[src/rtl/dtcr_pkg.sv]
package dtcr_pkg;

  localparam int QBITS     = 12;  // quotient bits, covers targets up to 4095
  localparam int ADDR_W    = 6;
  localparam int NUM_REGS  = 7;
  localparam int SHADE_MAX = 255;
  localparam int LATENCY   = 20;
  localparam int DEF_IMAGE_WIDTH  = 640;
  localparam int DEF_IMAGE_HEIGHT = 480;

  localparam logic [2:0] REG_ROW0_A = 3'd0;
  localparam logic [2:0] REG_ROW0_B = 3'd1;
  localparam logic [2:0] REG_ROW1_A = 3'd2;
  localparam logic [2:0] REG_ROW1_B = 3'd3;
  localparam logic [2:0] REG_ROW2_A = 3'd4;
  localparam logic [2:0] REG_ROW2_B = 3'd5;
  localparam logic [2:0] REG_LIMIT  = 3'd6;

  typedef struct packed {
    logic               vld;
    logic signed [63:0] p0;
    logic signed [63:0] p1;
    logic signed [63:0] p2;
    logic        [23:0] sh_num;
  } dtcr_proj_t;

  typedef struct packed {
    logic [63:0]      rem;
    logic [63:0]      dvs;
    logic [QBITS-1:0] quo;
  } dtcr_lane_t;

  typedef struct packed {
    logic vld;
    logic neg_x;
    logic neg_y;
    logic ovf_x;
    logic ovf_y;
  } dtcr_ctl_t;

  typedef struct packed {
    dtcr_ctl_t  ctl;
    dtcr_lane_t x;
    dtcr_lane_t y;
    dtcr_lane_t sh;
  } dtcr_work_t;

  function automatic logic signed [31:0] coef_lo(input logic [63:0] r);
    return r[31:0];
  endfunction

  function automatic logic signed [31:0] coef_hi(input logic [63:0] r);
    return r[63:32];
  endfunction

endpackage

[src/rtl/dtcr_prep.sv]
module dtcr_prep (
  input  logic                 clk,
  input  logic                 rst_n,
  input  dtcr_pkg::dtcr_proj_t proj_i,
  input  logic [15:0]          limit,
  output dtcr_pkg::dtcr_work_t work_o
);
  import dtcr_pkg::*;

  logic        v5_r;
  logic        nx5_r, ny5_r;
  logic [63:0] mag_r [3];
  logic [23:0] n5_r;
  dtcr_work_t  w_r;

  function automatic logic [63:0] mag(input logic signed [63:0] v);
    return v[63] ? 64'(-v) : 64'(v);
  endfunction

  always_ff @(posedge clk) begin
    if (!rst_n) begin
      v5_r <= 1'b0;
    end else begin
      v5_r <= proj_i.vld && (proj_i.p2 != 64'sd0);
    end
    nx5_r    <= proj_i.p0[63] ^ proj_i.p2[63];
    ny5_r    <= proj_i.p1[63] ^ proj_i.p2[63];
    mag_r[0] <= mag(proj_i.p0);
    mag_r[1] <= mag(proj_i.p1);
    mag_r[2] <= mag(proj_i.p2);
    n5_r     <= proj_i.sh_num;
  end

  always_ff @(posedge clk) begin
    if (!rst_n) begin
      w_r.ctl.vld <= 1'b0;
    end else begin
      w_r.ctl.vld   <= v5_r;
      w_r.ctl.neg_x <= nx5_r;
      w_r.ctl.neg_y <= ny5_r;
      // quotient of 2^QBITS or more can never land inside the image
      w_r.ctl.ovf_x <= {QBITS'(0), mag_r[0]} >= {mag_r[2], QBITS'(0)};
      w_r.ctl.ovf_y <= {QBITS'(0), mag_r[1]} >= {mag_r[2], QBITS'(0)};
      w_r.x  <= '{rem: mag_r[0], dvs: mag_r[2], quo: '0};
      w_r.y  <= '{rem: mag_r[1], dvs: mag_r[2], quo: '0};
      w_r.sh <= '{rem: 64'(n5_r), dvs: 64'(limit), quo: '0};
    end
  end

  assign work_o = w_r;

endmodule

[config.mk]
export PLATFORM = sky130hd
export DESIGN_NAME = dtcr_prep
export DESIGN_NICKNAME = d
export VERILOG_FILES = /design/src/rtl/dtcr_pkg.sv /design/src/rtl/dtcr_prep.sv
export SDC_FILE = /design/constraint.sdc
export NUM_CORES = 1
export LEC_CHECK = 0
export CELL_PAD_IN_SITES_DETAIL_PLACEMENT = 0
export CELL_PAD_IN_SITES_GLOBAL_PLACEMENT = 1
export CORE_AREA = 2 2 259 261
export DETAILED_ROUTE_END_ITERATION = 7
export DIE_AREA = 0 0 261 263
export DONT_BUFFER_PORTS = 1
export PLACE_DENSITY = 0.49
export SYNTH_ARGS = -nofsm -noshare
export SYNTH_HDL_FRONTEND = slang
export SYNTH_SLANG_ARGS = --single-unit
export TNS_END_PERCENT = 50
[constraint.sdc]
create_clock -name clk -period 3.8 [get_ports clk]
set_input_delay 0.19 -clock clk [delete_from_list [all_inputs] [get_ports clk]]
set_output_delay 0.19 -clock clk [all_outputs]
set_load 0.005 [all_outputs]
Yosys cells after proc, flatten, opt, wreduce, memory -nomap -nowiden
Memories as Yosys holds them, arrays and structs flattened.
Index checks and enable logic that the tools add are counted.
- latch bits: 0
- memory bits (read-only): 0
- memories kept: 1
- bits in writable memories: 192
- bits in registers: 264
- memory list (memory ; words ; width ; read ports ; clocked after Yosys merged registers in ; wr ports ; line ; source):
    mag_r ; 3 ; 64 ; 3 ; 0 ; 3 ; dtcr_prep.sv:12 ; logic [63:0] mag_r [3];
- $mul: 0
- mux-type cells: 3
- add/subtract/negate cells: 3
- div/mod/pow operators: 0
- bitwise gates (word level): 2
- shift-type cells: 0
- magnitude comparators: 2
- equality and inequality tests: 0
- reductions and logical operators: 2
- operators with widths (operator ; count):
    2-to-1 mux 64 bit ; 3
    negator 64 bit ; 3
    >= comparator 64 x 76 -> 1 bit ; 2
    nonzero test 64 bit ; 1
    bitwise XOR 1 bit ; 2
    logical AND 1 bit ; 1

Logic depth before layout (Yosys ltp)
Gate-level depths: netlist of the first run.
- word-level depth: 2
- gate-level depth with buffers: 8

Worst setup path after synthesis of the first run
OpenSTA, ideal clock, no wires.
- path kind: input to register
- start point: input proj_i[73] in the netlist's numbering
- end point: memory mag_r[2][59] (netlist: mag_r[0][187])
- cell stages on the path: 7
- arrival: 2190 ps
- slack: 1538 ps
- buffers on the path: 1
- path through: or4_4 -> or3_4 -> or2_1 -> buf_2 -> or4_1 -> o31ai_2 -> xnor2_1
- RTL lines (what ; line ; source):
    start: declaration ; dtcr_prep.sv:4 ; input dtcr_pkg::dtcr_proj_t proj_i,
    end: declaration ; dtcr_prep.sv:12 ;

==> impl_metrics.json, run 1 <==
{
  "dieHeight_um": 263,
  "yosysUniqueCellTypes": 55,
  "antenna_found_initial": 2,
  "status": "finished with violations",
  "critical_path_class": "primary input to flop",
  "root_buffer": "clkbuf_16",
  "numCtsBuffers": 52,
  "antenna_left": 0,
  "clk_pin_slew_ns": 0.06,
  "cts_setup_buffers": 0,
  "syn2layout_area_growth_pct": 28.91,
  "hold_buffers": 365,
  "worstPathArrival_ns": 3.68,
  "nets": 2231,
  "io_pins": 660,
  "slew_headroom_pct": 35.52,
  "final.setup_skew_ns": 0.01883,
  "rows": 94,
  "netlist_instances": 1551,
  "via_count": 13020,
  "core_mm2": 0.06563,
  "synth_warnings": 0,
  "irDropWorstVdd_mv": 0.3041,
  "initial_core_util_pct": 29.57,
  "required_ns": 4.28,
  "synth_edf_count": 236,
  "violations": "hold timing",
  "layout-drive-gt1-share_pct": 6.622,
  "power_density_mw_per_mm2": 504.4,
  "drcViolationCount": 0,
  "ys.flop_type": "edfxtp_1",
  "fin_crit_sh_pct": 84.15,
  "die_w_um": 261,
  "p_leak_uw": 0.009392,
  "post-dp-hpwl_mm": 47.69,
  "postSynth.asyncResetShare_pct": 0,
  "globalplace.congestion": 0.8244,
  "cts_buffer_depth": 3,
  "grt_pass1_wl_mm": 92.54,
  "io_buffer_count": 0,
  "worst_hold_slack_ns": -0.2738,
  "hold_path.class": "primary input to flop",
  "maxCapViolCount": 0,
  "synth_sequential_area_ratio_pct": 59.21,
  "cts.htree.levels": 2,
  "hold_violations": 92,
  "min_period_ns": 3.198,
  "ys_ff_latch": 456,
  "worst_slew_pin_slew_ns": 0.9584,
  "via_per_inst": 4.650,
  "endpoint_kind": "flop",
  "worstSetupStartpointType": "primary input",
  "wl_mm": 66.25,
  "synth.avg_cell_area_um2": 12.51,
  "clk-insertion-delay-late_ns": 0.60,
  "cts_tree": "yes",
  "fmax_mhz": 312.7,
  "cts_num_sinks": 456,
  "maxSlewViolCount": 0,
  "finalSetupTns_ns": 0,
  "grt_remaining_overflow": 0,
  "first_global_vias": 12960,
  "instances_no_fill": 2799,
  "rsz0062_at_grt": "false",
  "drt_pass1_iterations": 5,
  "cp_max_fo": 6,
  "syn_area_mm2": 0.01941,
  "grt_max_degree": 239,
  "grtUsageTotal_pct": 18.60,
  "drt-initial-drc-count": 792,
  "wl_per_cell_um": 23.67,
  "dieArea_mm2": 0.06864,
  "setup_viol": 0,
  "placedCellCount": 2334
}
## cells in the final DEF (no fill, tap or decap), types with 17 or more instances in the layout
cell / instances
or4_1: 25
nand3_1: 17
nor3_1: 19
o21ai_0: 78
dfxtp_1: 220
nand4_1: 21
nor4_1: 26
nand2_1: 87
edfxtp_1: 236
conb_1: 124
dlygate4sd3_1: 362
ha_1: 107
a21oi_1: 40
xnor2_1: 180
or3_1: 22
o41ai_1: 25
o31ai_1: 60
clkbuf_16: 54
inv_1: 64
nor2_1: 19
## cells in the mapped netlist (all sizes together), types with 4 or more instances
library cell  instances  area share (%)
a21o                  9            0.35
a21oi                40             1.0
a221oi                5            0.23
buf                 191             7.3
clkbuf               21            0.41
dfxtp               220              23
edfxtp              236              37
ha                  107             6.9
inv                  64             1.2
nand2                87             1.7
nand2b               10            0.32
nand3                20            0.59
nand4                21            0.68
nand4b                4            0.18
nor2                 19            0.37
nor3                 20            0.54
nor4                 29             1.0
o211ai                4            0.15
o21ai                78             2.0
o31ai                61             2.4
o41ai                29             1.5
or2                  10            0.32
or3                  23            0.77
or4                  29             1.2
xnor2               180             8.1
xor2                  5            0.23
## final timing paths
path	from	endpoint	slack, ns	cells past startpoint
worst max-delay path	proj_i[105]	mag_r[0][114]	0.60	7
worst min-delay path	rst_n	work_o[370]	-0.27	0
worst max register to register	mag_r[0][38]	work_o[421]	1.06	7
worst min register to register	n5_r[17]	work_o[93]	0.40	0
## where the power goes
part           switching [uW]  total, uW  internal, uW
sequential                366       6040          5680
clock                    2110       5250          3140
combinational             618       1330           715
## cell type report
cell class,instances,area [um^2]
well taps,864,1081
clock buffers,73,1523
diodes,2,5.005
fillers,6374,40610
inverters,64,240.2
clock inverters,25,279.0
repair buffers,373,3766
multi-input cells,942,6634
flip-flops and latches,456,11490
## critical path, stage by stage
cell and delay (ns):
dlygate4sd3_1 0.61, or4_4 0.53, or4b_4 0.57, or3_1 0.48, o31ai_1 0.60, xnor2_1 0.12
dlygate4sd3_1 0.57
## logic make-up (layout without fill, tap and decap cells)
| kind of cell | Yosys count | in the layout | share of synthesized area, % |
|---|---|---|---|
| AO/OA/AOI/OAI | 240 | 240 | 8.175 |
| XOR/XNOR | 185 | 185 | 8.349 |
| adder cells (fa/ha/maj) | 107 | 107 | 6.898 |
| buffers and inverters | 276 | 535 | 8.987 |
| flip-flops | 456 | 456 | 59.21 |
| other | 1 | 126 | 0.01932 |
| AND/OR/NAND/NOR | 286 | 286 | 8.362 |
## stage by stage
stage	util [%]	worst slack (ns)	power (uW)	area, um^2
after floorplan	-	1.538	6765	19870
after global placement	29.72	0.9491	6984	19510
after detailed placement	29.72	0.9371	7001	19510
after CTS	38.11	0.5944	12810	25010
after global routing	38.11	0.5258	13180	25010
final	38.12	0.6025	12620	25020
## sequential cells by signal, summed over array words and instances, names as in the netlist
name and cells:
mag_r 192, work_o 237, nx5_r 1, ny5_r 1, v5_r 1, n5_r 24
## what timing repair did
| item | CTS | global route |
|---|---|---|
| endpoints found under the hold margin | 472 | 218 |
| gates resized for setup | 0 | 0 |
| endpoints found under the setup margin | 0 | 0 |
## layer usage
metal  share of wire [%]  vias to the layer above  GRT usage [%]  wire length, um
met5               0.024                        -              0               16
met4                 2.5                        2          4.991             1628
met2                  49                      519          31.90            32250
met3                 6.3                       97          4.217             4207
met1                  42                     6389          23.38            28150
li1                    -                     6008              -                -
Power figures use the tool's default switching activity.
==> run 2, diff against run 1 <==
--- a/config.mk
+++ b/config.mk
@@ -5,13 +5,14 @@
 export SDC_FILE = /design/constraint.sdc
 export NUM_CORES = 1
 export LEC_CHECK = 0
+export ABC_AREA = 1
 export CELL_PAD_IN_SITES_DETAIL_PLACEMENT = 0
 export CELL_PAD_IN_SITES_GLOBAL_PLACEMENT = 1
-export CORE_AREA = 2 2 259 261
+export CORE_AREA = 2 2 260 262
 export DETAILED_ROUTE_END_ITERATION = 7
-export DIE_AREA = 0 0 261 263
+export DIE_AREA = 0 0 262 264
 export DONT_BUFFER_PORTS = 1
-export PLACE_DENSITY = 0.49
+export PLACE_DENSITY = 0.59
 export SYNTH_ARGS = -nofsm -noshare
 export SYNTH_HDL_FRONTEND = slang
 export SYNTH_SLANG_ARGS = --single-unit
==> constraint.sdc (replaced) <==
create_clock -name clk -period 2.8 [get_ports clk]
set_input_delay 0.14 -clock clk [delete_from_list [all_inputs] [get_ports clk]]
set_output_delay 0.14 -clock clk [all_outputs]
set_load 0.005 [all_outputs]
==> impl_metrics.json, run 2 <==
{
  "status": "finished with violations",
  "violations": "hold timing",
  "cp_max_fo": 5,
  "drt_pass1_iterations": 6,
  "synth_top_area_share_pct": 32.11,
  "postSynth.asyncResetShare_pct": 0,
  "dieArea_mm2": 0.06917,
  "final_common_cell": "nand2_1",
  "min_period_ns": 2.764,
  "numCtsBuffers": 50,
  "synth_warnings": 0,
  "setup_viol": 0,
  "wl_mm": 83.10,
  "worst_slew_pin_slew_ns": 0.8762,
  "antenna_left": 0,
  "maxCapViolCount": 0,
  "globalplace.congestion": 0.9044,
  "ys_top_cells_by_count": "463 x nand2_1, 333 x nor2_1, 258 x inv_1",
  "worstSetupStartpointType": "primary input",
  "io_buffer_count": 0,
  "yosysMostFrequentCell": "nand2_1",
  "syn_area_mm2": 0.02207,
  "clk_pin_slew_ns": 0.06,
  "clk-insertion-delay-late_ns": 0.61,
  "netlist_instances": 2401,
  "io_pins": 660,
  "die_w_um": 262,
  "maxSlewViolCount": 0,
  "rr_worst_depth": 10,
  "rsz0062_at_grt": "true",
  "fmax_mhz": 361.8,
  "core_mm2": 0.06656,
  "total_power_uw": 17030,
  "regToRegSetupSlack_ns": 0.58,
  "synthTopCellsByArea": "edfxtp_1 32%, dfxtp_1 20%, nand2_1 7.9%, buf_4 6.4%, ha_1 6.1%",
  "final.setup_skew_ns": 0.03227,
  "grt_pass1_wl_mm": 117.2,
  "critical_path_class": "primary input to flop",
  "drcViolationCount": 0,
  "ys.flop_type": "edfxtp_1",
  "cts_tree": "yes",
  "critical_path.startpoint": "proj_i[51]",
  "post-dp-hpwl_mm": 64.07,
  "endpoint": "mag_r[0][189]",
  "slew_headroom_pct": 41.52,
  "cts_buffer_depth": 3,
  "root_buffer": "clkbuf_16",
  "hold_violations": 147,
  "antenna_found_initial": 5,
  "layout-drive-gt1-share_pct": 5.322,
  "syn2layout_area_growth_pct": 25.21,
  "yosysUniqueCellTypes": 49,
  "fin_crit_sh_pct": 98.71,
  "placedCellCount": 3190,
  "via_count": 17170,
  "irDropWorstVdd_mv": 0.4089,
  "cts_num_sinks": 456,
  "largest_reg_flops": 237,
  "endpoint_kind": "flop",
  "ys_ff_latch": 456,
  "nets": 3081,
  "synth_sequential_area_ratio_pct": 52.06,
  "via_per_inst": 4.690,
  "required_ns": 3.36,
  "final_cell_mix": "463 x nand2_1, 365 x dlygate4sd3_1, 333 x nor2_1, 256 x inv_1, 236 x edfxtp_1",
  "grtUsageTotal_pct": 23.38,
  "wl_per_cell_um": 22.70,
  "dieHeight_um": 264,
  "rr_startpoint": "mag_r[0][135]",
  "r2r-end": "work_o[420]",
  "grt_remaining_overflow": 0,
  "rows": 95,
  "yosysTopAreaCell": "edfxtp_1",
  "hold_path.class": "primary input to flop",
  "power_density_mw_per_mm2": 616.2,
  "p_leak_uw": 0.01173,
  "synth_edf_count": 236,
  "worst_hold_slack_ns": -0.3446,
  "synth.avg_cell_area_um2": 9.194,
  "instances_no_fill": 3660,
  "worstPathArrival_ns": 3.32,
  "first_global_vias": 17100,
  "grt_max_degree": 239,
  "initial_core_util_pct": 33.16,
  "cts.htree.levels": 2,
  "drt-initial-drc-count": 1233
}
run 2: cell types whose count changed after synthesis, moves of 21 or more:
cell,previous run,this run
inv_1,64,258
nand2_1,87,463
nand3_1,17,114
nand4_1,21,63
nor2_1,19,333
o21ai_0,78,47
o31ai_1,60,3
o41ai_1,25,0
or3_1,22,1
or4_1,25,0
xnor2_1,180,16
xor2_1,5,140
run 2: per-stage QoR:
step	hold WS (ns)	instance area [um^2]	utilization (%)	TNS, ns	setup WS (ns)
global placement	0.1678	22150	33.28	0	0.5434
floorplan	0.1677	22540	-	0	1.331
finish	-0.3446	27640	41.52	0	0.03624
CTS	-0.3853	27560	41.40	0	0.03161
global route	-0.3773	27630	41.51	-0.07806	-0.07806
detailed placement	0.1678	22150	33.28	0	0.5467
run 2: cell families after synthesis:
group	count (synthesis)	synth area share (%)
adder cells (fa/ha/maj)	107	6.065
other	1	0.01699
buffers and inverters	475	11.31
flip-flops	456	52.06
AND/OR/NAND/NOR	1059	20.64
XOR/XNOR	156	6.190
AO/OA/AOI/OAI	147	3.718
run 2: cell type report:
| type | instances | area, um^2 |
|---|---|---|
| tap | 873 | 1092 |
| sequential | 456 | 11490 |
| multi-input combinational | 1593 | 8584 |
| antenna | 6 | 15.01 |
| clock buffer | 64 | 1344 |
| inverter | 264 | 991.0 |
| timing repair buffer | 374 | 3766 |
| fill | 6611 | 38930 |
| clock inverter | 30 | 354.1 |
run 2: worst max-delay path, cell delays in order:
cell	delay (ns)
dlygate4sd3_1	0.55
inv_1	0.21
nand4_1	0.18
nor2_1	0.25
nand2_1	0.11
nor3_1	0.36
nand3_1	0.24
nand2_1	0.11
nand2_1	0.05
dlygate4sd3_1	0.55
nand2_1	0.05
dlygate4sd3_1	0.53
run 2: worst min path at each step:
stage	startpoint	end	slack, ns	cells after the start
5_1_grt	rst_n	work_o[99]	-0.38	0
3_3_place_gp	proj_i[10]	n5_r[10]	0.17	0
6_report	rst_n	work_o[99]	-0.34	0
3_5_place_dp	proj_i[12]	n5_r[12]	0.17	0
4_1_cts	rst_n	work_o[99]	-0.39	0
2_1_floorplan	proj_i[152]	mag_r[0][0]	0.17	0
run 2: repair_timing:
item	in CTS	in global routing
hold buffers	367	1
setup endpoints to repair	0	6
resized for setup	0	9
endpoints found under the hold margin	472	237
setup buffers	0	2
run 2: where the power goes:
part / switching (uW) / leakage [uW] / internal [uW]
registers: 507 / 0.00417 / 7660
clock network: 2910 / 0.000806 / 3910
logic: 1120 / 0.00675 / 926
run 2: routing by layer:
metal | part of all wire (%) | vias to the layer above | wire, um | global-route usage [%]
li1 | - | 8219 | - | -
met1 | 43 | 8213 | 35390 | 30.23
met2 | 48 | 629 | 39970 | 39.56
met3 | 6.9 | 104 | 5732 | 5.047
met4 | 2.4 | 0 | 2000 | 5.711
met5 | 0 | - | 0 | 0
==> run 3, diff against run 2 <==
--- a/config.mk
+++ b/config.mk
@@ -6,13 +6,15 @@
 export NUM_CORES = 1
 export LEC_CHECK = 0
 export ABC_AREA = 1
+export CAP_MARGIN = 20
 export CELL_PAD_IN_SITES_DETAIL_PLACEMENT = 0
 export CELL_PAD_IN_SITES_GLOBAL_PLACEMENT = 1
 export CORE_AREA = 2 2 260 262
+export CTS_CLUSTER_DIAMETER = 30
 export DETAILED_ROUTE_END_ITERATION = 7
 export DIE_AREA = 0 0 262 264
 export DONT_BUFFER_PORTS = 1
-export PLACE_DENSITY = 0.59
+export PLACE_DENSITY_LB_ADDON = 0.08
 export SYNTH_ARGS = -nofsm -noshare
 export SYNTH_HDL_FRONTEND = slang
 export SYNTH_SLANG_ARGS = --single-unit
==> impl_metrics.json, run 3 (same netlist as run 2, synthesis figures left out) <==
{
  "status": "finished with violations",
  "violations": "hold timing",
  "cts_buffer_depth": 3,
  "dieArea_mm2": 0.06917,
  "syn2layout_area_growth_pct": 33.42,
  "dpl_worst_slack_ns": 0.4221,
  "comb_power_share_pct": 9.2,
  "hp-start": "rst_n",
  "final.setup_skew_ns": 0.03498,
  "rr_startpoint": "mag_r[0][178]",
  "slew_headroom_pct": 49.22,
  "crit_chain": "dlygate4sd3_1, inv_1, ha_1, inv_1, nor2_4, nand3_1, inv_2, nand2_1, nand2_2, nand2_1, nor2_1, nand2_1, dlygate4sd3_1, nand2_1, dlygate4sd3_1",
  "cell_internal_pwr_uw": 16540,
  "irDropWorstVdd_mv": 0.4321,
  "numCtsBuffers": 102,
  "antenna_left": 0,
  "io_buffer_count": 0,
  "worst_slew_pin_slew_ns": 0.7538,
  "fmax_mhz": 362.6,
  "critPathSlowestCell": "dlygate4sd3_1",
  "via_per_inst": 4.632,
  "cp_max_fo": 6,
  "setup_viol": 0,
  "critical_path.startpoint": "proj_i[24]",
  "routed.top_layer": "met5",
  "crit_family": "buffers and inverters",
  "instances_no_fill": 3752,
  "setup_slack_ns": 0.04182,
  "final_cell_mix": "463 x nand2_1, 358 x dlygate4sd3_1, 331 x nor2_1, 258 x inv_1, 236 x edfxtp_1",
  "hold_buffers": 361,
  "power_density_mw_per_mm2": 756.6,
  "core_mm2": 0.06656,
  "critical_path_class": "primary input to flop",
  "fin_crit_sh_pct": 98.51,
  "globalplace.congestion": 0.8827,
  "cts.htree.levels": 3,
  "initial_core_util_pct": 33.16,
  "worstPathArrival_ns": 3.35,
  "required_ns": 3.39,
  "grtUsageTotal_pct": 23.61,
  "clk-insertion-delay-late_ns": 0.65,
  "layout-drive-gt1-share_pct": 8.661,
  "worst_hold_slack_ns": -0.3342,
  "path_buf_inv": 6,
  "nets": 3127,
  "wl_mm": 83.60,
  "placedCellCount": 3192,
  "rows": 95,
  "wl_met3_mm": 6.412,
  "critPathMaxStageDelay_ns": 0.67,
  "worstSetupStartpointType": "primary input",
  "drt_pass1_iterations": 5,
  "drcViolationCount": 0,
  "fillers": 6559,
  "hold_violations": 236,
  "p_sw_share_pct": 25.75,
  "pwr-share-seq_pct": 36.7,
  "wl_met1_mm": 35.86,
  "min_period_ns": 2.758,
  "clk_pin_slew_ns": 0.05,
  "finalSetupTns_ns": 0,
  "grt_pass1_wl_mm": 117.6,
  "first_global_vias": 17640,
  "die_w_um": 262,
  "cts_tree": "yes",
  "grt_max_degree": 239,
  "largest_reg_flops": 237,
  "maxCapViolCount": 0,
  "antenna_found_initial": 6,
  "clkPwrFrac_pct": 54.1,
  "post-dp-hpwl_mm": 64.65,
  "utilization_pct": 44.24,
  "p_leak_uw": 0.01260,
  "final_common_cell": "nand2_1",
  "crit_path_frequent_cell": "nand2_1",
  "io_pins": 660,
  "wl_per_cell_um": 22.28,
  "maxSlewViolCount": 0,
  "root_buffer": "clkbuf_16",
  "total_power_uw": 22280,
  "dieHeight_um": 264,
  "rsz0062_at_grt": "true",
  "hold_path.class": "primary input to flop",
  "endpoint_kind": "flop",
  "switching_power_uw": 5737,
  "cts_num_sinks": 456,
  "met2WireLength_mm": 38.85,
  "drt-initial-drc-count": 1049,
  "grt_remaining_overflow": 0,
  "via_count": 17380
}
## run 3: power by group through the flow
stage                     Combinational (uW)  Sequential [uW]  Clock (uW)
after global placement                  1420             8300           0
final                                   2050             8170       12100
after global routing                    2300             8230       12700
after CTS                               2050             8190       12300
after floorplan                         1270             8000           0
after detailed placement                1430             8310           0
## run 3: timing repair
item / in CTS / in global routing
resized for setup: 0 / 10
endpoints found under the setup margin: 0 / 7
hold endpoints to repair: 472 / 236
setup buffers: 0 / 1
## run 3: cell type report
cell class / instances / area (um^2) / share of cell area [%]
Sequential cell: 456 / 11490 / 39.02
Tap cell: 873 / 1092 / 3.709
Antenna cell: 4 / 10.01 / 0.03399
Timing Repair Buffer: 368 / 3696 / 12.55
Inverter: 264 / 991.0 / 3.365
Clock buffer: 126 / 2765 / 9.389
Clock inverter: 68 / 812.0 / 2.757
Multi-Input combinational cell: 1593 / 8593 / 29.18
## run 3: routing by layer
layer	global-route usage (%)	vias up
li1	-	8347
met1	29.97	8259
met2	38.24	642
met3	6.928	129
met4	7.894	4
met5	0	-
## run 3: per-stage QoR
step | instance area (um^2) | hold WS (ns)
2_1_floorplan | 22540 | 0.1677
3_3_place_gp | 22170 | 0.1678
5_1_grt | 29450 | -0.3698
3_5_place_dp | 22170 | 0.1678
4_1_cts | 29390 | -0.3480
6_report | 29450 | -0.3342
## run 3: worst paths after layout
path	to	slack [ns]	cells past startpoint
worst max-delay path	mag_r[0][172]	0.04	15
worst min-delay path	work_o[349]	-0.33	0
worst max register to register	work_o[421]	0.49	10
worst min register to register	work_o[341]	0.40	0
