## src/rtl/dtcr_pkg.sv

```systemverilog
package dtcr_pkg;

  localparam int QBITS     = 12;  // quotient bits, covers targets up to 4095
  localparam int ADDR_W    = 6;
  localparam int NUM_REGS  = 7;
  localparam int SHADE_MAX = 255;
  localparam int LATENCY   = 20;
  localparam int DEF_IMAGE_WIDTH  = 640;
  localparam int DEF_IMAGE_HEIGHT = 480;

  localparam logic [2:0] REG_ROW0_A = 3'd0;
  localparam logic [2:0] REG_ROW0_B = 3'd1;
  localparam logic [2:0] REG_ROW1_A = 3'd2;
  localparam logic [2:0] REG_ROW1_B = 3'd3;
  localparam logic [2:0] REG_ROW2_A = 3'd4;
  localparam logic [2:0] REG_ROW2_B = 3'd5;
  localparam logic [2:0] REG_LIMIT  = 3'd6;

  typedef struct packed {
    logic               vld;
    logic signed [63:0] p0;
    logic signed [63:0] p1;
    logic signed [63:0] p2;
    logic        [23:0] sh_num;
  } dtcr_proj_t;

  typedef struct packed {
    logic [63:0]      rem;
    logic [63:0]      dvs;
    logic [QBITS-1:0] quo;
  } dtcr_lane_t;

  typedef struct packed {
    logic vld;
    logic neg_x;
    logic neg_y;
    logic ovf_x;
    logic ovf_y;
  } dtcr_ctl_t;

  typedef struct packed {
    dtcr_ctl_t  ctl;
    dtcr_lane_t x;
    dtcr_lane_t y;
    dtcr_lane_t sh;
  } dtcr_work_t;

  function automatic logic signed [31:0] coef_lo(input logic [63:0] r);
    return r[31:0];
  endfunction

  function automatic logic signed [31:0] coef_hi(input logic [63:0] r);
    return r[63:32];
  endfunction

endpackage

```

## src/rtl/dtcr_div_step.sv

```systemverilog
module dtcr_div_step #(
  parameter int SHIFT = 0
) (
  input  logic                 clk,
  input  logic                 rst_n,
  input  dtcr_pkg::dtcr_work_t work_i,
  output dtcr_pkg::dtcr_work_t work_o
);
  import dtcr_pkg::*;

  dtcr_work_t w_r;

  // one restoring step: try to take dvs << SHIFT out of the remainder
  function automatic dtcr_lane_t step(input dtcr_lane_t l);
    logic [63+QBITS:0] sh;
    dtcr_lane_t        o;
    sh = {QBITS'(0), l.dvs} << SHIFT;
    o  = l;
    if ({QBITS'(0), l.rem} >= sh) begin
      o.rem        = l.rem - sh[63:0];
      o.quo[SHIFT] = 1'b1;
    end
    return o;
  endfunction

  always_ff @(posedge clk) begin
    if (!rst_n) begin
      w_r.ctl.vld <= 1'b0;
    end else begin
      w_r.ctl <= work_i.ctl;
      w_r.x   <= step(work_i.x);
      w_r.y   <= step(work_i.y);
      w_r.sh  <= step(work_i.sh);
    end
  end

  assign work_o = w_r;

endmodule

```

## config.mk

```make
export PLATFORM = sky130hd
export DESIGN_NAME = dtcr_div_step
export DESIGN_NICKNAME = d
export VERILOG_FILES = /design/src/rtl/dtcr_pkg.sv /design/src/rtl/dtcr_div_step.sv
export SDC_FILE = /design/constraint.sdc
export NUM_CORES = 1
export LEC_CHECK = 0
export BUFFER_PORTS_ARGS = -buffer_cell sky130_fd_sc_hd__buf_2
export CAP_MARGIN = 20
export CORE_AREA = 2 2 329 331
export DETAILED_ROUTE_END_ITERATION = 8
export DIE_AREA = 0 0 331 333
export GPL_TIMING_DRIVEN = 0
export PLACE_DENSITY = 0.44
export SLEW_MARGIN = 20
export SYNTH_ARGS = -nofsm -noshare
export SYNTH_HDL_FRONTEND = slang
export SYNTH_SLANG_ARGS = --single-unit
export TNS_END_PERCENT = 100
```

## constraint.sdc

```tcl
create_clock -name clk -period 4.4 [get_ports clk]
set_input_delay 0 -clock clk [delete_from_list [all_inputs] [get_ports clk]]
set_output_delay 0 -clock clk [all_outputs]
set_load 0.02 [all_outputs]
```

After elaboration in Yosys (flattened, before gate mapping). Index checks and enable logic that the tools add are counted.

Flip-flop bits (word level): 425. Input bits: 427. Output and inout bits: 425. Word-level logic and storage cells: 26.

$add $sub $neg: 3. Order comparisons: 3. Multiplexer cells: 3.

Operators by type and width (count): 64-bit >= comparator (3); 64-bit 2-to-1 mux (3); 64-bit subtractor (3).

Logic depth before layout (Yosys ltp). Gate-level depths: netlist of the first run.

Depth after elaboration: 2. Mapped depth: 16. Gate-level depth less buffers: 14.

Worst setup path before layout of the first run. OpenSTA, ideal clock, no wires.

Path kind: in2reg. Start: input work_i[216] (netlist bit). End: register w_r (netlist bit work_o[274]), data pin. Setup time: 0.260 ns. Arrival: 2.795 ns. Data required time: 4.140 ns. Path slack: 1.344 ns. Stages: 14. Buffers on the path: 0. Path through: inv_1 -> ha_1 -> fa_1 -> and2b_1 -> o2111ai_1 -> a32oi_2 -> a21oi_2 -> o2111ai_1 -> a21oi_2 -> o41ai_4 -> a21oi_2 -> o31ai_4 -> xor2_1 -> mux2_4.

Word-level cells in the longest chain between the ends: 2. Elaborated cells on any way between the ends: 3. Those cells by class: add/sub: 1; order compare: 1; mux: 1.

Ends and longest elaborated chain: from (decl) (RTL line dtcr_div_step.sv:6) `input dtcr_pkg::dtcr_work_t work_i,`; 64-bit subtractor or 64-bit >= comparator (tied branches) (RTL line dtcr_div_step.sv:20, dtcr_div_step.sv:19); 64-bit 2-to-1 mux (*) (RTL line dtcr_div_step.sv:19) `if ({QBITS'(0), l.rem} >= sh) begin`; to (decl) (RTL line dtcr_div_step.sv:11) `dtcr_work_t w_r;`.

Mark *: on every way between the ends. The rest lies on a longest branch, timed or not. A chain may end at the register's enable or synchronous reset.

Worst setup path after layout of the first run.
Start: input work_i[315] (netlist bit). End: register w_r (netlist bit work_o[362]), data pin.

Word-level cells in the longest chain between the ends: 2.

Ends and longest elaborated chain (RTL line): 64-bit >= comparator (dtcr_div_step.sv:19); 64-bit 2-to-1 mux (dtcr_div_step.sv:19).

Every way passes these cells.

==> summary.txt, run 1 <==
Yosys
  – Fraction of the mapped netlist area in compound gates: 0.176
  – Synth Area in XOR/XNOR: 0.0562
  – Post-Syn Area per Cell: about 11 µm²
  – Number of flops mapped to enable cells by yosys: approximately 420
  – Post-synthesis instance area: around 28000 µm²
  – Post-synthesis adder-cell area fraction: 0.0893
  – Synth async-reset ratio: 0
  – Mapped Cells: ~2600
  – Most used flip-flop cell after synthesis: edfxtp_1
  – Net count of the mapped netlist: about 3200
  – Synthesis Warnings: 0
  – Synthesis-stage register bit count: 425
  – Simple-gate share of the synthesized area: 0.0967
  – Mux cell area share after synthesis: 0.0649
  – Dominant combinational cell family by area after synthesis: compound AO/OA/AOI/OAI gates
  – Yosys cell types: about 100
  – Sequential area share after synthesis: 0.462

STA
  – RSZ-0062 raised after global routing: no
  – Rel. slew slack: 0.446
  – Final critical path time including I/O delays and setup: 4.17 ns
  – Setup TNS: 0 ns
  – Final Cycle Share: 0.949
  – Count of final max-slew check failures: 0
  – Max Clk Rate: about 0.24 GHz
  – Final hold violation count: 0
  – Slew @ Worst Pin: about 0.8 ns
  – Final setup violation count: 0

Pwr
  – Proportion of total power due to net switching: 0.330
  – Share of total power in the clock network: 0.318
  – Peak supply drop: about 300 µV
  – Static power due to leakage: roughly 18 nW
  – Pwr/cell area: between 300 and 400 nW/µm²
  – Sum of internal, switching and leakage power: 14.0 mW
  – NetSw: between 4 and 5 mW
  – Internal power component: slightly above 9 mW
  – Relative contribution of combinational cells to total power: 0.316
  – Sequential share of power: 0.366

Global routing
  – Number of global-route vias before repair: 25353
  – Leftover overflow at the end of global routing: 0
  – Maximum number of pins on one net before global-route repair: 94
  – Busiest grt layer: met2
  – Global-route track usage on met3: 0.0425
  – Number of antenna violations at the first check in global routing: 14
  – GRT Overall Usage: 0.193
  – Met1 track demand over resource in global routing: 0.231
  – Global Route met2 Usage: 0.336
  – Wire length of the first global-routing pass: 160000 µm

Layout
  – Max FFs per register: around 430
  – Synth-to-Final Area Change: 44.1%
  – Share of final-layout standard cells stronger than drive strength 1: 0.287
  – Final cell utilization of the core: 0.373
  – Final-stage net count: around 4500

Outcome
  – Status: completed

Detailed routing
  – DRC: 0
  – Wirelength per Cell: slightly above 20 µm
  – Number of nets with antenna violations after detailed routing: 0
  – DR vias: roughly 25000
  – WL final: between 100000 and 150000 µm
  – Via density per instance: between 4 and 5
  – Length of the first detailed-routing pass in iterations: 5
  – Violation count after the first detailed-routing iteration: between 1000 and 1500

Die
  – Horizontal die dimension: between 300 and 400 µm
  – I/O Pins: approximately 850
  – Die height: 333 µm
  – Site Rows: 120
  – Effective utilization at floorplan: 0.259
  – Die Outline Area: approximately 110000 µm²
  – Std-Cell Core Area: about 110000 µm²

CTS
  – Number of buffers inserted during clock tree synthesis: 53
  – Clock tree sinks: about 430
  – Library cell used as clock root buffer: clkbuf_16
  – Maximum root-to-sink buffer count: 3
  – Clock-pin slew on the worst setup and hold paths: 0.06 ns
  – CTS tree: done
  – Post-CTS setup repair buffer count: 0
  – CTS HTree Levels: 2

Critical path
  – Worst Path Required: roughly 4.7 ns
  – Arrival time of data at the critical path endpoint: 4.50 ns
  – Type of the worst setup path: input port to flip-flop
  – Critical-path maximum fanout: 10
  – Crit path launch type: input port
  – Worst Setup End Kind: flip-flop

Placed design
  – Final GP Congestion: roughly 0.87
  – Detailed placement HPWL: a little over 90000 µm
  – Count of buffers inserted at the top-level ports: between 800 and 900

Job
  – Total of max-cap violations: 0

Hold path
  – Type of the tightest min-delay check: input port to flip-flop
routing by layer:
metal,vias to the layer above,wire length (µm)
met5,-,67
met4,10,4030
met1,11878,46100
li1,12192,-
met3,164,6580
met2,774,54100
cells by family after synthesis:
group	Yosys count
buffers and inverters	354
muxes	129
xor gates and xnor gates	177
adders and majority gates	195
AOI/OAI and AO/OA	742
DFF	425
and+or+nand+nor	562
layout make-up:
type,count,area (µm²)
Fill cell,10898,66900
Multi-Input combinational cell,1805,13300
Sequential cell,425,12800
Timing Repair Buffer,1282,8670
Tap cell,1403,1760
Clock buffer,63,1360
Inverter,243,912
Buffer,111,589
Clock inverter,35,359
Antenna cell,10,25.0
synthesized netlist by cell type (all sizes together) (4+ instances only):
cell type | count | area share
mux2i | 7 | 0.0025
nand2b | 12 | 0.0027
nor2 | 121 | 0.017
o211ai | 9 | 0.0033
inv | 243 | 0.033
clkbuf | 70 | 0.0096
nor2b | 20 | 0.0046
nor3 | 33 | 0.0060
a41oi | 4 | 0.0018
a211oi | 19 | 0.0055
o21bai | 46 | 0.013
a211o | 5 | 0.0016
a21boi | 11 | 0.0031
a2111oi | 4 | 0.0020
buf | 40 | 0.011
or3 | 9 | 0.0020
nand2 | 217 | 0.030
a31oi | 27 | 0.0066
nand4 | 61 | 0.014
edfxtp | 424 | 0.46
nand3b | 5 | 0.0014
a21o | 118 | 0.032
and2 | 7 | 0.0017
o31a | 6 | 0.0019
o221ai | 4 | 0.0015
and4 | 8 | 0.0026
ha | 192 | 0.087
o41ai | 4 | 0.0022
xnor2 | 101 | 0.032
mux2 | 122 | 0.062
o21ai | 162 | 0.029
nand3 | 38 | 0.0071
a311oi | 8 | 0.0030
o21a | 21 | 0.0057
a221oi | 5 | 0.0016
o31ai | 15 | 0.0048
and3 | 12 | 0.0027
o2111ai | 5 | 0.0018
a21oi | 240 | 0.045
nor4 | 8 | 0.0020
xor2 | 76 | 0.024
placed cells by master (no fill, tap or decap), types with 17 or more instances in the layout:
cell and count:
buf_2 873, dlygate4sd3_1 426, edfxtp_1 424, inv_1 243, a21oi_1 232, nand2_1 216
ha_1 192, o21ai_0 151, nor2_1 120, a21o_1 118, xnor2_1 101, mux2_4 92
clkbuf_1 78, xor2_1 76, nand4_1 60, clkbuf_16 53, o21bai_1 45, nand3_1 37
nor3_1 33, a31oi_1 25, o21a_1 21, mux2_2 20, nor2b_1 19, a211oi_1 17
path summary, 6_finish.rpt:
path	startpoint	endpoint	slack, ns	depth (start not counted)
setup / recovery	work_i[315]	work_o[362]$_DFFE_PP_	0.23	15
hold / removal	work_i[5]	work_o[5]$_DFFE_PP_	0.08	2
worst max-delay path: stages:
cell and delay, ns:
dlygate4sd3_1 0.52, buf_2 0.19, inv_1 0.06, ha_1 0.40, nand2_1 0.15, nor4_2 0.60, nand3_1 0.14, o311ai_1 0.53
a21oi_1 0.18, a2111o_1 0.39, o211a_1 0.13, o21bai_4 0.23, buf_6 0.20, buf_6 0.16, o21ai_0 0.60
through the flow:
step	hold slack [ns]	cell area, µm²	setup slack (ns)	instances
CTS	0.0113	39700	0.0512	5367
global route	0.0477	39700	0.0456	5374
floorplan	0.0989	27600	1.34	2584
detailed placement	0.178	33700	-0.104	4843
finish	0.0771	39800	0.225	5377
global placement	0.176	33600	-3.86	4838
timing repair:
item | in CTS | in global routing
gates resized for setup | 0 | 1
endpoints found under the hold margin | 452 | 0
hold buffers | 426 | 0
setup endpoints to repair | 0 | 1
power by group through the flow:
stage	Sequential, mW	Clock (mW)	Combinational (mW)
CTS	5.11	4.60	4.44
global placement	5.24	0	4.10
floorplan	5.78	0	1.99
finish	5.11	4.44	4.41
detailed placement	5.19	0	4.10
global route	5.15	4.73	4.78
Note: power is estimated with default switching activity, not from simulation.
==> run 2, diff against run 1 <==
==> constraint.sdc (replaced) <==
create_clock -name clk -period 5.35 [get_ports clk]
set_input_delay 0 -clock clk [delete_from_list [all_inputs] [get_ports clk]]
set_output_delay 0 -clock clk [all_outputs]
set_load 0.02 [all_outputs]
==> run 2 against run 1 <==
Compared with the run above: count of clock-buffer cells in the layout is the same; total power decreased by 18%; hold slack worse by 0.0011 ns; via count down 0.10%; critical path depth up 2; highest routed layer unchanged; sequential power down 18%; global-route usage about the same; sequential share of layout area about the same; die area stayed put.
==> summary.txt, run 2 (synthesis results as in run 1) <==
Critical path
  – Crit path launch type: input port
  – Number of buffers and inverters on the critical path: 6 (+1)
  – Biggest cell delay along the critical path: 0.74 ns (+0.14 ns)
  – Type of the worst setup path: input port to flip-flop
  – Critical-path maximum fanout: 10 (unchanged)
  – Worst path top cell family by delay: compound AO/OA/AOI/OAI gates
  – Worst Setup End Kind: flip-flop
  – Slowest-stage cell, CP: o311ai_0
  – Worst Path Required: 5.73 ns (+1.00 ns)
  – Arrival time of data at the critical path endpoint: 4.86 ns (+0.36 ns)
  – Critical-path cell list: dlygate4sd3_1 > buf_2 > inv_1 > ha_1 > nand2_1 > nor4_2 > nand3_1 > o311ai_0 > a21oi_1 > a2111o_1 > o211a_1 > o21bai_4 > buf_6 > buf_6 > nand2_1 > o311ai_1 > dlygate4sd3_1

Global routing
  – GRT Overall Usage: 0.193 (about the same)
  – Number of antenna violations at the first check in global routing: 14 (unchanged)
  – Maximum number of pins on one net before global-route repair: 94 (unchanged)
  – Number of global-route vias before repair: 25359 (+0.024%)
  – Wire length of the first global-routing pass: 160000 µm (about the same)
  – Leftover overflow at the end of global routing: 0 (unchanged)
  – Met1 track demand over resource in global routing: 0.232 (about the same)
  – Busiest grt layer: met2
  – Global Route met2 Usage: 0.336 (unchanged)
  – Global-route track usage on met3: 0.0425 (unchanged)

Detailed routing
  – Violation count after the first detailed-routing iteration: 1488 (+1.9%)
  – DR vias: 24992 (-0.10%)
  – Via density per instance: 4.65 (-0.12%)
  – Number of nets with antenna violations after detailed routing: 0 (unchanged)
  – WL final: 111000 µm (about the same)
  – DRC: 0 (unchanged)
  – Length of the first detailed-routing pass in iterations: 5 (unchanged)
  – Wirelength per Cell: 20.6 µm (about the same)

Job
  – Total of max-cap violations: 0 (unchanged)

Die
  – Effective utilization at floorplan: 0.259 (unchanged)
  – Site Rows: 120 (unchanged)
  – Horizontal die dimension: 331 µm (unchanged)
  – Die Outline Area: 110000 µm² (unchanged)
  – Std-Cell Core Area: 107000 µm² (unchanged)
  – I/O Pins: 852 (unchanged)
  – Die height: 333 µm (unchanged)

CTS
  – Clock-pin slew on the worst setup and hold paths: 0.06 ns (about the same)
  – CTS HTree Levels: 2 (unchanged)
  – Post-CTS setup repair buffer count: 0 (unchanged)
  – Clock tree sinks: 425 (unchanged)
  – Number of buffers inserted during clock tree synthesis: 53 (unchanged)
  – Library cell used as clock root buffer: clkbuf_16
  – Maximum root-to-sink buffer count: 3 (unchanged)
  – CTS tree: done

Pwr
  – Peak supply drop: 243 µV (-18%)
  – Pwr/cell area: 289 nW/µm² (-18%)
  – Static power due to leakage: 17.8 nW (about the same)
  – Sum of internal, switching and leakage power: 11.5 mW (-18%)

Layout
  – Max FFs per register: 425 (unchanged)
  – Share of final-layout standard cells stronger than drive strength 1: 0.287 (about the same)
  – Leading cell types in the layout, fill and taps excluded: buf_2 (873), dlygate4sd3_1 (427), edfxtp_1 (424), inv_1 (243), a21oi_1 (232)
  – Final-stage net count: 4544 (+0.022%)
  – Most common cell after layout, fill and taps aside: buf_2
  – Synth-to-Final Area Change: 44.2% (about the same)
  – Count of placed standard cells in the final layout, fillers left out: 5378 (+0.019%)

STA
  – Slew @ Worst Pin: 0.851 ns (+0.0337 ns)
  – Final Cycle Share: 0.838
  – Max Clk Rate: between 0.2 and 0.25 GHz
  – Rel. slew slack: 0.425 (-0.0211)
  – Setup TNS: 0 ns (unchanged)
  – Final hold violation count: 0 (unchanged)
  – Final critical path time including I/O delays and setup: about 4.5 ns
  – Final setup violation count: 0 (unchanged)
  – RSZ-0062 raised after global routing: no
  – Count of final max-slew check failures: 0 (unchanged)

Placed design
  – Placed Cells: 4843 (unchanged)
  – Detailed placement HPWL: 90600 µm (unchanged)
  – Final GP Congestion: 0.872 (unchanged)
  – Count of buffers inserted at the top-level ports: 851 (unchanged)

Hold path
  – HP Start: work_i[5]
  – Type of the tightest min-delay check: input port to flip-flop
  – End point of the worst hold path: work_o[5]$_DFFE_PP_
  – Cell count of the worst hold path: 2 (unchanged)

Outcome
  – Status: completed
==> run 2: cell count changes in the layout (fill, tap and decap cells not counted), sizes merged <==
cell / previous run / this run
dlygate4sd3: 426 / 427
==> run 2: metrics by stage <==
stage / worst slack [ns] / area [µm²] / hold WS, ns / utilization
global route: 0.709 / 39800 / 0.0477 / 0.373
floorplan: 2.29 / 27600 / 0.0989 / -
CTS: 0.913 / 39700 / 0.0113 / 0.373
finish: 0.866 / 39800 / 0.0760 / 0.373
detailed placement: 0.846 / 33700 / 0.178 / 0.316
global placement: -2.91 / 33600 / 0.176 / 0.315
==> run 2: worst max-delay path by stage <==
stage | from | to | slack, ns | depth (start not counted)
2_1_floorplan | work_i[216] | work_o[274]$_DFFE_PP_ | 2.29 | 14
3_3_place_gp | rst_n | work_o[408]$_DFFE_PP_ | -2.91 | 1
3_5_place_dp | work_i[315] | work_o[362]$_DFFE_PP_ | 0.85 | 14
4_1_cts | work_i[315] | work_o[419]$_DFFE_PP_ | 0.91 | 17
5_1_grt | work_i[315] | work_o[419]$_DFFE_PP_ | 0.71 | 17
6_report | work_i[315] | work_o[419]$_DFFE_PP_ | 0.87 | 17
==> run 2: per-layer routing <==
| layer | routed length [µm] | vias to the layer above | share of wire |
|---|---|---|---|
| met5 | 67 | - | 0.00061 |
| met4 | 4060 | 10 | 0.037 |
| met3 | 6610 | 170 | 0.060 |
| met2 | 53900 | 760 | 0.49 |
| met1 | 46100 | 11852 | 0.42 |
| li1 | - | 12200 | - |
==> run 2: layout make-up <==
class | instances | area [µm²]
inverters | 243 | 912
fillers | 10898 | 66800
clock buffers | 63 | 1360
well taps | 1403 | 1760
plain buffers | 111 | 589
clock inverters | 35 | 359
repair buffers | 1283 | 8680
flip-flops and latches | 425 | 12800
diodes | 10 | 25.0
multi-input cells | 1805 | 13300
==> run 2: power breakdown <==
part	switching [mW]	total (mW)	internal (mW)	leakage, nW
Sequential	0.0864	4.20	4.11	4.16
Clock	1.54	3.66	2.11	0.841
Combinational	2.17	3.63	1.46	12.8
Total	3.80	11.5	7.69	17.8
==> run 2: repair_timing <==
action | 4_1_cts | 5_1_grt
resized for setup | 0 | 0
hold buffers | 427 | 0
hold endpoints to repair | 452 | 0
==> run 3, diff against run 2 <==
==> constraint.sdc (replaced) <==
create_clock -name clk -period 4.5 [get_ports clk]
set_input_delay 0 -clock clk [delete_from_list [all_inputs] [get_ports clk]]
set_output_delay 0 -clock clk [all_outputs]
set_load 0.02 [all_outputs]
==> run 3 against run 2 <==
Compared with the run above: via count is essentially flat; die area stayed put; final area unchanged; critical path type unchanged; largest power group unchanged; combinational power is 19% higher; routed wire length about the same.
==> summary.txt, run 3 (synthesis results as in run 1) <==
CTS
  – Number of buffers inserted during clock tree synthesis: 53 (unchanged)
  – Library cell used as clock root buffer: clkbuf_16
  – Post-CTS setup repair buffer count: 0 (unchanged)
  – Clock-pin slew on the worst setup and hold paths: 0.06 ns (about the same)
  – CTS tree: done
  – Maximum root-to-sink buffer count: 3 (unchanged)
  – CTS HTree Levels: 2 (unchanged)
  – Clock tree sinks: 425 (unchanged)

Placed design
  – Detailed placement HPWL: 90600 µm (unchanged)
  – Final GP Congestion: 0.872 (unchanged)
  – Placed Cells: 4843 (unchanged)
  – Count of buffers inserted at the top-level ports: 851 (unchanged)

Detailed routing
  – DR vias: 24988 (-0.016%)
  – Wirelength per Cell: 20.6 µm (about the same)
  – Number of nets with antenna violations after detailed routing: 0 (unchanged)
  – Length of the first detailed-routing pass in iterations: 5 (unchanged)
  – WL final: 111000 µm (about the same)
  – Via density per instance: 4.65 (about the same)
  – DRC: 0 (unchanged)
  – Violation count after the first detailed-routing iteration: 1489 (+0.067%)

Critical path
  – Launching element of the worst setup path: work_i[315]
  – Type of the worst setup path: input port to flip-flop
  – Number of buffers and inverters on the critical path: 6 (unchanged)
  – Critical-path maximum fanout: 10 (unchanged)
  – Worst Setup End Kind: flip-flop
  – Slowest-stage cell, CP: nor4_2
  – Biggest cell delay along the critical path: 0.60 ns (-0.14 ns)
  – Worst path top cell family by delay: buffers and inverters
  – Arrival time of data at the critical path endpoint: 4.64 ns (-0.22 ns)
  – Worst Path Required: 4.88 ns (-0.85 ns)
  – Crit path launch type: input port
  – Critical-path cell list: dlygate4sd3_1 > buf_2 > inv_1 > ha_1 > nand2_1 > nor4_2 > nand3_1 > o311ai_1 > a21oi_1 > a2111o_1 > o211a_1 > o21bai_4 > buf_6 > buf_6 > nand2_1 > o311ai_1 > dlygate4sd3_1

Global routing
  – Global Route met2 Usage: 0.336 (unchanged)
  – Global-route track usage on met3: 0.0425 (unchanged)
  – Maximum number of pins on one net before global-route repair: 94 (unchanged)
  – Met1 track demand over resource in global routing: 0.232 (unchanged)
  – Busiest grt layer: met2
  – Number of global-route vias before repair: 25359 (unchanged)
  – Number of antenna violations at the first check in global routing: 14 (unchanged)
  – Wire length of the first global-routing pass: 160000 µm (unchanged)
  – GRT Overall Usage: 0.193 (unchanged)
  – Leftover overflow at the end of global routing: 0 (unchanged)

Layout
  – Final cell utilization of the core: 0.373 (unchanged)
  – Count of placed standard cells in the final layout, fillers left out: 5378 (unchanged)
  – Number of filler cells placed in the layout: 10898 (unchanged)
  – Leading cell types in the layout, fill and taps excluded: buf_2 (873), dlygate4sd3_1 (427), edfxtp_1 (424), inv_1 (243), a21oi_1 (232)
  – Share of final-layout standard cells stronger than drive strength 1: 0.287 (unchanged)
  – Synth-to-Final Area Change: 44.2% (unchanged)
  – Max FFs per register: 425 (unchanged)
  – Most common cell after layout, fill and taps aside: buf_2
  – Final-stage net count: 4544 (unchanged)

STA
  – Final Cycle Share: 0.947
  – Count of final max-slew check failures: 0 (unchanged)
  – Final hold violation count: 0 (unchanged)
  – Max Clk Rate: roughly 0.23 GHz
  – Rel. slew slack: 0.442 (+0.0164)
  – Slew @ Worst Pin: 0.824 ns (-0.0268 ns)
  – RSZ-0062 raised after global routing: no
  – Final setup violation count: 0 (unchanged)
  – Final critical path time including I/O delays and setup: 4.26 ns

Hold path
  – Type of the tightest min-delay check: input port to flip-flop
  – HP Start: work_i[5]

Die
  – Effective utilization at floorplan: 0.259 (unchanged)
  – Die height: 333 µm (unchanged)
  – I/O Pins: 852 (unchanged)
  – Horizontal die dimension: 331 µm (unchanged)
  – Std-Cell Core Area: 107000 µm² (unchanged)
  – Site Rows: 120 (unchanged)
  – Die Outline Area: 110000 µm² (unchanged)

Outcome
  – Status: completed

Job
  – Total of max-cap violations: 0 (unchanged)

Pwr
  – Peak supply drop: 289 µV (+19%)
  – Pwr/cell area: 343 nW/µm² (+19%)
  – Static power due to leakage: 17.8 nW (about the same)
-- run 3: worst paths after layout --
check | end | cells past startpoint
worst min-delay path | work_o[5]$_DFFE_PP_ | 2
worst max-delay path | work_o[419]$_DFFE_PP_ | 17
-- run 3: repair_timing --
action | in CTS | in global routing
resized for setup | 0 | 1
hold endpoints to repair | 452 | 0
hold buffers | 427 | 0
endpoints found under the setup margin | 0 | 1
-- run 3: layout make-up --
type / instances / area (µm²) / area share
inverters: 243 / 912 / 0.0229
plain buffers: 111 / 589 / 0.0148
repair buffers: 1283 / 8680 / 0.218
well taps: 1403 / 1760 / 0.0441
flip-flops and latches: 425 / 12800 / 0.321
clock buffers: 63 / 1360 / 0.0343
clock inverters: 35 / 359 / 0.00903
multi-input cells: 1805 / 13300 / 0.335
diodes: 10 / 25.0 / 0.000629
-- run 3: power breakdown --
part | switching (mW) | total (mW) | internal (mW)
registers | 0.103 | 4.99 | 4.89
clock network | 1.83 | 4.35 | 2.51
logic | 2.58 | 4.31 | 1.74
total | 4.51 | 13.7 | 9.14
-- run 3: metrics by stage --
stage               total power [mW]  cell area (µm²)  setup TNS (ns)  setup WS [ns]  hold WS [ns]
floorplan                       7.59            27600               0           1.44        0.0989
global placement                9.13            33600        -1560.13          -3.76         0.176
detailed placement              9.08            33700        -0.00366       -0.00366         0.178
CTS                             13.8            39700               0         0.0626        0.0113
global route                    14.3            39800               0         0.0924        0.0477
finish                          13.7            39800               0          0.241        0.0760
-- run 3: routing by layer --
metal / part of all wire / up-vias
met1: 0.42 / 11848
met2: 0.49 / 760
met3: 0.060 / 170
met5: 0.00061 / -
li1: - / 12200
met4: 0.037 / 10
